==> src/hw/rtl/pstseq_pkg.sv <==
// Package for the performance-state transition sequencer.
// Holds the action, result and register codes, field widths and the width mask.
// No dependencies.
`timescale 1ns / 1ps
`default_nettype none

package pstseq_pkg;

  localparam int DEF_MAX_STATES = 16;

  // input fields
  localparam int ACT_W    = 2;
  localparam int IDX_W    = 4;
  localparam int WORD_W   = 32;
  localparam int STATE_W  = 4;
  localparam int IN_DATA_W = 104;   // 4 + 32 + 32 + 4 + 32, whole bytes

  // output fields
  localparam int PORT_W   = 16;
  localparam int CODE_W   = 3;
  localparam int POLL_W   = 7;
  localparam int OUT_DATA_W = 72;   // 65 bits of fields, padded to bytes
  localparam int OUT_USED_W = 65;

  // configuration port
  localparam int CFG_ADDR_W = 3;
  localparam int CFG_DATA_W = 16;
  localparam int CNT_W      = 5;
  localparam int WIDTHREG_W = 8;

  localparam logic [CFG_ADDR_W-1:0] CFG_NUM_STATES    = 3'd0;
  localparam logic [CFG_ADDR_W-1:0] CFG_CONTROL_PORT  = 3'd1;
  localparam logic [CFG_ADDR_W-1:0] CFG_CONTROL_WIDTH = 3'd2;
  localparam logic [CFG_ADDR_W-1:0] CFG_STATUS_PORT   = 3'd3;
  localparam logic [CFG_ADDR_W-1:0] CFG_STATUS_WIDTH  = 3'd4;
  localparam logic [CFG_ADDR_W-1:0] CFG_MAX_POLLS     = 3'd5;

  localparam logic [WIDTHREG_W-1:0] RST_WIDTH     = 8'd8;
  localparam logic [POLL_W-1:0]     RST_MAX_POLLS = 7'd100;
  localparam logic [WIDTHREG_W-1:0] WIDTH_BYTE    = 8'd8;
  localparam logic [WIDTHREG_W-1:0] WIDTH_WORD    = 8'd16;
  localparam logic [WIDTHREG_W-1:0] WIDTH_DWORD   = 8'd32;
  localparam logic [POLL_W-1:0]     POLL_SAT      = 7'd127;

  localparam logic [ACT_W-1:0] ACT_LOAD    = 2'd0;
  localparam logic [ACT_W-1:0] ACT_REQUEST = 2'd1;
  localparam logic [ACT_W-1:0] ACT_SAMPLE  = 2'd2;

  localparam logic [CODE_W-1:0] RES_OK        = 3'd0;
  localparam logic [CODE_W-1:0] RES_ALREADY   = 3'd1;
  localparam logic [CODE_W-1:0] RES_INVALID   = 3'd2;
  localparam logic [CODE_W-1:0] RES_BAD_WIDTH = 3'd3;
  localparam logic [CODE_W-1:0] RES_TIMEOUT   = 3'd4;

  // controller to datapath
  typedef struct packed {
    logic capture;   // latch the input item, start the table read
    logic execute;   // table data ready: update state, load result register
  } cmd_t;

  function automatic logic [WORD_W-1:0] width_mask(input logic [WIDTHREG_W-1:0] w);
    logic [WORD_W-1:0] m;
    if (w <= WIDTH_BYTE) m = 32'h0000_00FF;
    else if (w <= WIDTH_WORD) m = 32'h0000_FFFF;
    else m = 32'hFFFF_FFFF;
    return m;
  endfunction

endpackage

`default_nettype wire

==> src/hw/rtl/pstate_transition_sequencer.sv <==
// Performance-state transition sequencer, top level.
// Input stream: s_tuser carries the action (load entry, request, status sample).
// Output stream: one result transaction per input transaction.
// Configuration: plain write port, cfg_addr selects the register, no read-back;
// write only while no transaction is in flight.
// Sequence: at the accepting edge the input item is captured and the table, a
// RAM with registered read, is addressed; in the execute state its data is used
// for the state update and the result is loaded into the output register.
// A new transaction is accepted only in the idle state, not while one executes.
// The result sits in an output register; s_tready stays low while it is
// occupied and not being taken, so a stalled receiver holds the input side.
// Reset: synchronous; clears the committed state, pending request and poll
// count and sets the registers to their defaults. Table contents are undefined
// until loaded.
// Depends on pstseq_pkg, pstseq_ctrl, pstseq_dp, pstseq_ram.
`timescale 1ns / 1ps
`default_nettype none

module pstate_transition_sequencer
  import pstseq_pkg::*;
#(
  parameter int MAX_STATES = DEF_MAX_STATES
) (
  input  wire logic                  clk,
  input  wire logic                  rst,
  input  wire logic                  cfg_we,
  input  wire logic [CFG_ADDR_W-1:0] cfg_addr,
  input  wire logic [CFG_DATA_W-1:0] cfg_wdata,
  input  wire logic                  s_tvalid,
  output logic                       s_tready,
  // entry_index[3:0], control_word[35:4], expected_status[67:36],
  // target_state[71:68], sampled_status[103:72]
  input  wire logic [IN_DATA_W-1:0]  s_tdata,
  // action[1:0]
  input  wire logic [ACT_W-1:0]      s_tuser,
  output logic                       m_tvalid,
  input  wire logic                  m_tready,
  // write_valid[0], access_port[16:1], write_value[48:17], read_request[49],
  // done_res[50], result_code[53:51], current_state[57:54], polls_used[64:58]
  output logic      [OUT_DATA_W-1:0] m_tdata
);

  cmd_t cmd;

  pstseq_ctrl u_ctrl (
    .clk     (clk),
    .rst     (rst),
    .s_tvalid(s_tvalid),
    .s_tready(s_tready),
    .m_tvalid(m_tvalid),
    .m_tready(m_tready),
    .cmd     (cmd)
  );

  pstseq_dp #(
    .MAX_STATES(MAX_STATES)
  ) u_dp (
    .clk      (clk),
    .rst      (rst),
    .cfg_we   (cfg_we),
    .cfg_addr (cfg_addr),
    .cfg_wdata(cfg_wdata),
    .s_tdata  (s_tdata),
    .s_tuser  (s_tuser),
    .cmd      (cmd),
    .m_tdata  (m_tdata)
  );

endmodule

`default_nettype wire

==> src/hw/rtl/pstseq_ram.sv <==
// Generic single-write, single-read RAM with registered read data.
// No dependencies.
`timescale 1ns / 1ps
`default_nettype none

module pstseq_ram #(
  parameter int WIDTH = 64,
  parameter int DEPTH = 16,
  localparam int AW = (DEPTH > 1) ? $clog2(DEPTH) : 1
) (
  input  wire logic             clk,
  input  wire logic             we,
  input  wire logic [AW-1:0]    waddr,
  input  wire logic [WIDTH-1:0] wdata,
  input  wire logic [AW-1:0]    raddr,
  output logic      [WIDTH-1:0] rdata
);

  logic [WIDTH-1:0] mem [DEPTH];

  always_ff @(posedge clk) begin
    if (we) begin
      mem[waddr] <= wdata;
    end
    rdata <= mem[raddr];
  end

endmodule

`default_nettype wire

==> src/hw/rtl/pstseq_ctrl.sv <==
// Controller of the sequencer: handshakes and the capture/execute sequence.
// Depends on pstseq_pkg.
`timescale 1ns / 1ps
`default_nettype none

module pstseq_ctrl
  import pstseq_pkg::*;
(
  input  wire logic clk,
  input  wire logic rst,
  input  wire logic s_tvalid,
  output logic      s_tready,
  output logic      m_tvalid,
  input  wire logic m_tready,
  output cmd_t      cmd
);

  localparam logic S_IDLE = 1'b0;
  localparam logic S_EXEC = 1'b1;

  logic state;
  logic state_next;
  logic accept;

  // a new transaction only when the result register is free by the next edge
  assign s_tready = (state == S_IDLE) && (!m_tvalid || m_tready);
  assign accept   = s_tvalid && s_tready;

  assign cmd.capture = accept;
  assign cmd.execute = (state == S_EXEC);

  always_comb begin
    state_next = state;
    unique case (state)
      S_IDLE: if (accept) state_next = S_EXEC;
      S_EXEC: state_next = S_IDLE;
      default: state_next = S_IDLE;
    endcase
  end

  always_ff @(posedge clk) begin
    if (rst) begin
      state    <= S_IDLE;
      m_tvalid <= 1'b0;
    end else begin
      state <= state_next;
      if (cmd.execute) m_tvalid <= 1'b1;
      else if (m_tready) m_tvalid <= 1'b0;
    end
  end

  a_exec_out_empty: assert property (@(posedge clk) disable iff (rst)
    state == S_EXEC |-> !m_tvalid)
    else $error("result register occupied while executing");

  a_accept_exec: assert property (@(posedge clk) disable iff (rst)
    accept |=> state == S_EXEC)
    else $error("accepted item not executed");

  a_exec_result: assert property (@(posedge clk) disable iff (rst)
    state == S_EXEC |=> m_tvalid)
    else $error("executed item produced no result");

endmodule

`default_nettype wire

==> src/hw/rtl/pstseq_dp.sv <==
// Datapath of the sequencer: configuration, state table, transition state,
// result register. Depends on pstseq_pkg and pstseq_ram.
`timescale 1ns / 1ps
`default_nettype none

module pstseq_dp
  import pstseq_pkg::*;
#(
  parameter int MAX_STATES = DEF_MAX_STATES
) (
  input  wire logic                  clk,
  input  wire logic                  rst,
  input  wire logic                  cfg_we,
  input  wire logic [CFG_ADDR_W-1:0] cfg_addr,
  input  wire logic [CFG_DATA_W-1:0] cfg_wdata,
  input  wire logic [IN_DATA_W-1:0]  s_tdata,
  input  wire logic [ACT_W-1:0]      s_tuser,
  input  wire cmd_t                  cmd,
  output logic      [OUT_DATA_W-1:0] m_tdata
);

  localparam int AW = (MAX_STATES > 1) ? $clog2(MAX_STATES) : 1;
  localparam int EW = (AW + 1 > CNT_W) ? AW + 1 : CNT_W;
  localparam logic [EW-1:0] MAXS = EW'(MAX_STATES);

  // configuration registers
  logic [CNT_W-1:0]      num_states;
  logic [PORT_W-1:0]     control_port;
  logic [WIDTHREG_W-1:0] control_width;
  logic [PORT_W-1:0]     status_port;
  logic [WIDTHREG_W-1:0] status_width;
  logic [POLL_W-1:0]     max_polls;

  always_ff @(posedge clk) begin
    if (rst) begin
      num_states    <= '0;
      control_port  <= '0;
      control_width <= RST_WIDTH;
      status_port   <= '0;
      status_width  <= RST_WIDTH;
      max_polls     <= RST_MAX_POLLS;
    end else if (cfg_we) begin
      unique case (cfg_addr)
        CFG_NUM_STATES:    num_states    <= cfg_wdata[CNT_W-1:0];
        CFG_CONTROL_PORT:  control_port  <= cfg_wdata;
        CFG_CONTROL_WIDTH: control_width <= cfg_wdata[WIDTHREG_W-1:0];
        CFG_STATUS_PORT:   status_port   <= cfg_wdata;
        CFG_STATUS_WIDTH:  status_width  <= cfg_wdata[WIDTHREG_W-1:0];
        CFG_MAX_POLLS:     max_polls     <= cfg_wdata[POLL_W-1:0];
        default: ;
      endcase
    end
  end

  // captured item
  logic [ACT_W-1:0]   act_q;
  logic [IDX_W-1:0]   idx_q;
  logic [WORD_W-1:0]  cw_q;
  logic [WORD_W-1:0]  es_q;
  logic [STATE_W-1:0] tgt_q;
  logic [WORD_W-1:0]  ss_q;

  always_ff @(posedge clk) begin
    if (cmd.capture) begin
      act_q <= s_tuser;
      idx_q <= s_tdata[3:0];
      cw_q  <= s_tdata[35:4];
      es_q  <= s_tdata[67:36];
      tgt_q <= s_tdata[71:68];
      ss_q  <= s_tdata[103:72];
    end
  end

  // transition state
  logic [STATE_W-1:0] committed;
  logic               pending;
  logic [STATE_W-1:0] pending_target;
  logic [POLL_W-1:0]  poll_count;

  // table: control word low, expected status high
  logic [EW-1:0]         rd_ext;
  logic [EW-1:0]         wr_ext;
  logic                  ram_we;
  logic [2*WORD_W-1:0]   ram_rdata;

  assign rd_ext = (s_tuser == ACT_REQUEST) ? EW'(s_tdata[71:68]) : EW'(pending_target);
  assign wr_ext = EW'(idx_q);
  assign ram_we = cmd.execute && (act_q == ACT_LOAD) && (wr_ext < MAXS);

  pstseq_ram #(
    .WIDTH(2 * WORD_W),
    .DEPTH(MAX_STATES)
  ) u_table (
    .clk  (clk),
    .we   (ram_we),
    .waddr(wr_ext[AW-1:0]),
    .wdata({es_q, cw_q}),
    .raddr(rd_ext[AW-1:0]),
    .rdata(ram_rdata)
  );

  // execute
  logic [EW-1:0]      count_ext;
  logic [EW-1:0]      count_cap;
  logic               ctrl_bad;
  logic               stat_bad;
  logic [WORD_W-1:0]  masked_sample;
  logic [POLL_W-1:0]  limit;
  logic [POLL_W-1:0]  poll_inc;

  logic [STATE_W-1:0] committed_next;
  logic               pending_next;
  logic [STATE_W-1:0] pending_target_next;
  logic [POLL_W-1:0]  poll_count_next;
  logic               wv;
  logic [PORT_W-1:0]  port;
  logic [WORD_W-1:0]  wval;
  logic               rreq;
  logic               done;
  logic [CODE_W-1:0]  code;

  assign count_ext     = EW'(num_states);
  assign count_cap     = (count_ext > MAXS) ? MAXS : count_ext;
  assign ctrl_bad      = control_width > WIDTH_DWORD;
  assign stat_bad      = status_width > WIDTH_DWORD;
  assign masked_sample = ss_q & width_mask(status_width);
  assign limit         = (max_polls == '0) ? POLL_W'(1) : max_polls;
  assign poll_inc      = (poll_count < POLL_SAT) ? poll_count + POLL_W'(1) : poll_count;

  always_comb begin
    committed_next      = committed;
    pending_next        = pending;
    pending_target_next = pending_target;
    poll_count_next     = poll_count;
    wv   = 1'b0;
    port = '0;
    wval = '0;
    rreq = 1'b0;
    done = 1'b0;
    code = RES_OK;
    if (act_q == ACT_REQUEST) begin
      pending_next    = 1'b0;
      poll_count_next = '0;
      priority if (EW'(tgt_q) >= count_cap) begin
        done = 1'b1;
        code = RES_INVALID;
      end else if (tgt_q == committed) begin
        done = 1'b1;
        code = RES_ALREADY;
      end else if (ctrl_bad) begin
        done = 1'b1;
        code = RES_BAD_WIDTH;
      end else begin
        wv   = 1'b1;
        port = control_port;
        wval = ram_rdata[WORD_W-1:0] & width_mask(control_width);
        if (stat_bad) begin
          done = 1'b1;
          code = RES_BAD_WIDTH;
        end else begin
          pending_next        = 1'b1;
          pending_target_next = tgt_q;
          rreq                = 1'b1;
        end
      end
    end else if (act_q == ACT_SAMPLE && pending) begin
      port = status_port;
      if (masked_sample == ram_rdata[2*WORD_W-1:WORD_W]) begin
        committed_next = pending_target;
        pending_next   = 1'b0;
        done           = 1'b1;
        code           = RES_OK;
      end else begin
        poll_count_next = poll_inc;
        if (poll_inc >= limit) begin
          pending_next = 1'b0;
          done         = 1'b1;
          code         = RES_TIMEOUT;
        end else begin
          rreq = 1'b1;
        end
      end
    end
  end

  always_ff @(posedge clk) begin
    if (rst) begin
      committed      <= '0;
      pending        <= 1'b0;
      pending_target <= '0;
      poll_count     <= '0;
    end else if (cmd.execute) begin
      committed      <= committed_next;
      pending        <= pending_next;
      pending_target <= pending_target_next;
      poll_count     <= poll_count_next;
    end
  end

  // result register
  logic               o_wv;
  logic [PORT_W-1:0]  o_port;
  logic [WORD_W-1:0]  o_wval;
  logic               o_rreq;
  logic               o_done;
  logic [CODE_W-1:0]  o_code;

  always_ff @(posedge clk) begin
    if (cmd.execute) begin
      o_wv   <= wv;
      o_port <= port;
      o_wval <= wval;
      o_rreq <= rreq;
      o_done <= done;
      o_code <= code;
    end
  end

  assign m_tdata = {{(OUT_DATA_W - OUT_USED_W){1'b0}}, poll_count, committed, o_code, o_done,
                    o_rreq, o_wval, o_port, o_wv};

  a_wait_not_done: assert property (@(posedge clk) disable iff (rst)
    cmd.execute |=> !(o_rreq && o_done))
    else $error("result both finished and asking for a sample");

  a_code_needs_done: assert property (@(posedge clk) disable iff (rst)
    cmd.execute |=> (o_done || o_code == RES_OK))
    else $error("result code set without completion");

  // a load or an idle sample leaves a waiting request pending without asking
  a_wait_pending: assert property (@(posedge clk) disable iff (rst)
    cmd.execute |=> (!o_rreq || pending))
    else $error("sample requested with no pending request");

endmodule

`default_nettype wire
==> config.mk <==
export PLATFORM = sky130hd
export DESIGN_NAME = pstate_transition_sequencer
export DESIGN_NICKNAME = d
export VERILOG_FILES = /design/src/hw/rtl/pstseq_pkg.sv /design/src/hw/rtl/pstate_transition_sequencer.sv /design/src/hw/rtl/pstseq_ram.sv /design/src/hw/rtl/pstseq_ctrl.sv /design/src/hw/rtl/pstseq_dp.sv
export SDC_FILE = /design/constraint.sdc
export NUM_CORES = 2
export LEC_CHECK = 0
export BUFFER_PORTS_ARGS = -buffer_cell sky130_fd_sc_hd__buf_4
export CORE_MARGIN = 3
export CORE_UTILIZATION = 45
export CTS_BUF_LIST = sky130_fd_sc_hd__clkbuf_16
export CTS_CLUSTER_SIZE = 14
export DETAILED_ROUTE_END_ITERATION = 10
export GPL_TIMING_DRIVEN = 0
export PLACE_DENSITY = 0.72
export SLEW_MARGIN = 20
export SYNTH_ARGS = -nofsm -noshare
export SYNTH_HDL_FRONTEND = slang
export SYNTH_HIERARCHICAL = 1
export SYNTH_SLANG_ARGS = --single-unit
==> constraint.sdc <==
create_clock -name clk -period 7 [get_ports clk]
set_input_delay 1.4 -clock clk [delete_from_list [all_inputs] [get_ports clk]]
set_output_delay 1.4 -clock clk [all_outputs]
set_load 0.05 [all_outputs]
==> out/summary.txt <==
worst vdd rail ir drop - 0.000216 V
layout cells sized above 1 - 27.1%
endpoint type of the worst setup path - register
upper clock frequency limit - 234 MHz
CTS tree - yes
routability congestion estimate - 0.846
Initial DRT Pass Iterations - 6
final count of pins violating max slew - 0
per-instance average area after synthesis - 20.6 sq um
share of the cycle needed by the critical path after routing - 60.9%
wire length per cell - 26.2 um
Post-CTS Hold Buffers - 0
Leakage - 18.8 nW
setup repair after global routing missed its margin - false
vias in the first global route - 25500
cell area after synthesis - 0.0491 sq mm
CTS root buf - sky130_fd_sc_hd__clkbuf_16
origin of the worst min-delay path - u_dp/status_port[5]
outcome - complete, no violations
post-synth top area share - 72.4%
Min-Delay Path Depth - 2
row count - 120
most repeated library cell on the critical path - sky130_fd_sc_hd__buf_4
distinct cell type count after synthesis - 69
Critical Path AT - 4.67 ns
HP Class - register to register
ordered list of cells on the worst path - buf_4 -> nor3b_1 -> or3b_2 -> nor3_2 -> buf_6 -> buf_4 -> buf_4 -> buf_6 -> buf_4
estimated wirelength of the detail-placed design - 72.8 mm
leading post-synthesis cells by cell area - sky130_fd_sc_hd__edfxtp_1 (72%), sky130_fd_sc_hd__mux4_2 (12%), sky130_fd_sc_hd__dfxtp_1 (5.8%)
H-tree depth reported by CTS - 3
number of buffers created by CTS - 121
final routed DRC violation total - 0
Starting Density - 45.6%
WL final - 113 mm
startpoint type of the worst setup path - register
worst flop-to-flop path startpoint - u_ctrl/state
Final Skew - 0.0622 ns
antenna violations before repair - 2
transition at the pin with the smallest max-transition slack - 1.06 ns
largest stage delay on the critical path - 0.70 ns
ANT nets after route - 0
maximum number of pins on one net before global-route repair - 61
area of all placed cells without fillers - 0.0576 sq mm
yosys synthesis warning count - 6
critical path fanouts, max - 60
Num Clock Sinks - 1326
register area share after synthesis - 78.2%
total negative slack for setup checks - 0 ns
pwr dens - 274 mW/mm^2
Net count, final - 2934
Endpoint, Worst Hold - u_dp/status_port[5]
instance area after placement - 0.0538 sq mm
number of buffers added on ports - 195
data required time at the worst endpoint - 7.40 ns
number of hold violations in the final report - 0
I/O pin count - 204
DRT iter0 DRCs - 2695
type of the setup path with the least slack - register to register
total number of vias - 24900
setup-violating endpoint count in the final report - 0
number of enable flip-flop cells after synthesis - 1184
Die W - 336 um
reg2reg end - u_dp/u_table/mem[0][32]
post-synthesis register bit count - 1326
Synth async-reset ratio - 0%
Area growth syn-to-layout - 17.3%
number of instances in the synthesized netlist - 2384
clock insertion delay at the later pin of the skew report - 0.73 ns
Post CTS Setup Buffer Count - 0
number of gates resized after CTS - 0
clock slew seen by the registers of the worst setup and hold paths - 0.07 ns
# Max-Cap Violations - 0
number of cells on the worst reg-to-reg path - 9
first-pass GRT wire length - 166 mm
total track usage - 19.9%
Core ar. - 0.108 sq mm
Die Height - 336 um
CTS max path bufs - 3
ys flop type - sky130_fd_sc_hd__edfxtp_1
minimum clock period - 4.27 ns
cell with the biggest individual delay on the critical path - sky130_fd_sc_hd__buf_4
post-synthesis cell type with the largest combined area - sky130_fd_sc_hd__edfxtp_1
flop2flop setup slack - 2.73 ns
DIE AREA - 0.113 sq mm
remaining max-slew budget at the tightest pin - 29.1%
via-per-instance ratio - 5.79
total global routing overflow - 0
layer usage:
layer	part of all wire (%)	wire, um	global-route usage [%]	vias to the layer above
li1	-	-	-	10500
met1	39	44000	26.9	13000
met2	50	56500	33.4	1235
met3	8.4	9410	3.21	182
met4	2.4	2740	6.18	2
met5	0.0071	8	0	-
cell type report:
type                       instances  area (sq um)
fill                            7912         50100
antenna                            1          2.50
tap                             1403          1760
clock inverter                   109           712
sequential                      1326         38400
timing repair buffer             279          2820
inverter                          23          86.3
buffer                           118           633
clock buffer                     122          3050
multi-input combinational        923         10100
sequential cells by signal, summed over array words and instances, names as in the netlist, 2 cells and up:
signal / flops
u_dp/act_q: 2
u_dp/committed: 4
u_dp/control_port: 16
u_dp/control_width: 8
u_dp/count_ext: 5
u_dp/cw_q: 32
u_dp/es_q: 32
u_dp/idx_q: 4
u_dp/max_polls: 7
u_dp/o_code: 3
u_dp/o_port: 16
u_dp/o_wval: 32
u_dp/pending_target: 4
u_dp/poll_count: 7
u_dp/ss_q: 32
u_dp/status_port: 16
u_dp/status_width: 8
u_dp/tgt_q: 4
u_dp/u_table/mem: 1024
u_dp/u_table/rdata: 64
worst max path at each step:
stage                            start                 endpoint  slack (ns)  depth (start not counted)
after CTS                 u_ctrl/state  u_dp/u_table/mem[0][32]        2.59                          9
after floorplan           u_ctrl/state   u_dp/u_table/mem[0][0]        0.29                          4
after global placement    u_ctrl/state  u_dp/u_table/mem[8][27]       -5.44                          4
after global routing      u_ctrl/state  u_dp/u_table/mem[0][32]        2.42                          9
after detailed placement    s_tuser[1]   u_dp/u_table/rdata[31]        2.36                          8
final                     u_ctrl/state  u_dp/u_table/mem[0][32]        2.73                          9
through the flow:
| stage | cells | utilization, % | total power [W] | hold slack [ns] | worst slack, ns |
|---|---|---|---|---|---|
| 2_1_floorplan | 2390 | - | 0.00942 | 0.436 | 0.287 |
| 3_3_place_gp | 3988 | 48.6 | 0.00969 | 0.443 | -5.44 |
| 3_5_place_dp | 4072 | 50.0 | 0.00973 | 0.450 | 2.36 |
| 4_1_cts | 4303 | 53.5 | 0.0159 | 0.459 | 2.59 |
| 5_1_grt | 4303 | 53.5 | 0.0163 | 0.479 | 2.42 |
| 6_report | 4304 | 53.5 | 0.0158 | 0.462 | 2.73 |
Yosys cell counts, drive strengths merged, types with 5 or more instances:
master     n
a21oi     51
a22o      25
a22oi    128
a31oi      6
and2      36
buf       60
clkbuf    58
dfxtp    142
edfxtp  1184
ha        12
inv       23
mux2i     24
mux4     256
nand2    164
nand2b    20
nand3      5
nand4      5
nor2      62
nor2b     10
nor3      11
nor4      11
o21ai      7
o22ai      5
o32ai      5
xnor2     17
cell usage in the layout, fill, tap and decap left out, drive strengths merged, types with 6 or more instances in the layout:
master / count
a21oi: 51
a22o: 25
a22oi: 128
a31oi: 6
and2: 36
buf: 339
bufinv: 6
clkbuf: 180
clkinv: 64
conb: 7
dfxtp: 142
edfxtp: 1184
ha: 12
inv: 60
mux2i: 24
mux4: 256
nand2: 164
nand2b: 20
nor2: 62
nor2b: 10
nor3: 11
nor4: 11
o21ai: 7
xnor2: 17
logic make-up (layout without fill, tap and decap cells):
kind of cell | Yosys count | after routing | share of synthesized area (%)
flip-flops | 1326 | 1326 | 78.2
other | 1 | 8 | 0.00764
adder cells (fa/ha/maj) | 12 | 12 | 0.306
AO/OA/AOI/OAI | 254 | 254 | 3.80
XOR/XNOR | 21 | 21 | 0.375
AND/OR/NAND/NOR | 345 | 345 | 3.50
buffers and inverters | 141 | 651 | 1.46
multiplexers | 284 | 284 | 12.3
where the power goes:
group	switching (W)	internal, W	total, W
Sequential	0.000142	0.00875	0.00889
Clock	0.00282	0.00339	0.00621
Combinational	0.000386	0.000283	0.000669
worst max-delay path, delay by kind of cell, from the launching register on:
family | cells | cell delay, ns
buffers and inverters | 6 | 1.76
AND/OR/NAND/NOR | 3 | 1.73
flip-flops | 1 | 0.45
Power figures use the tool's default switching activity.
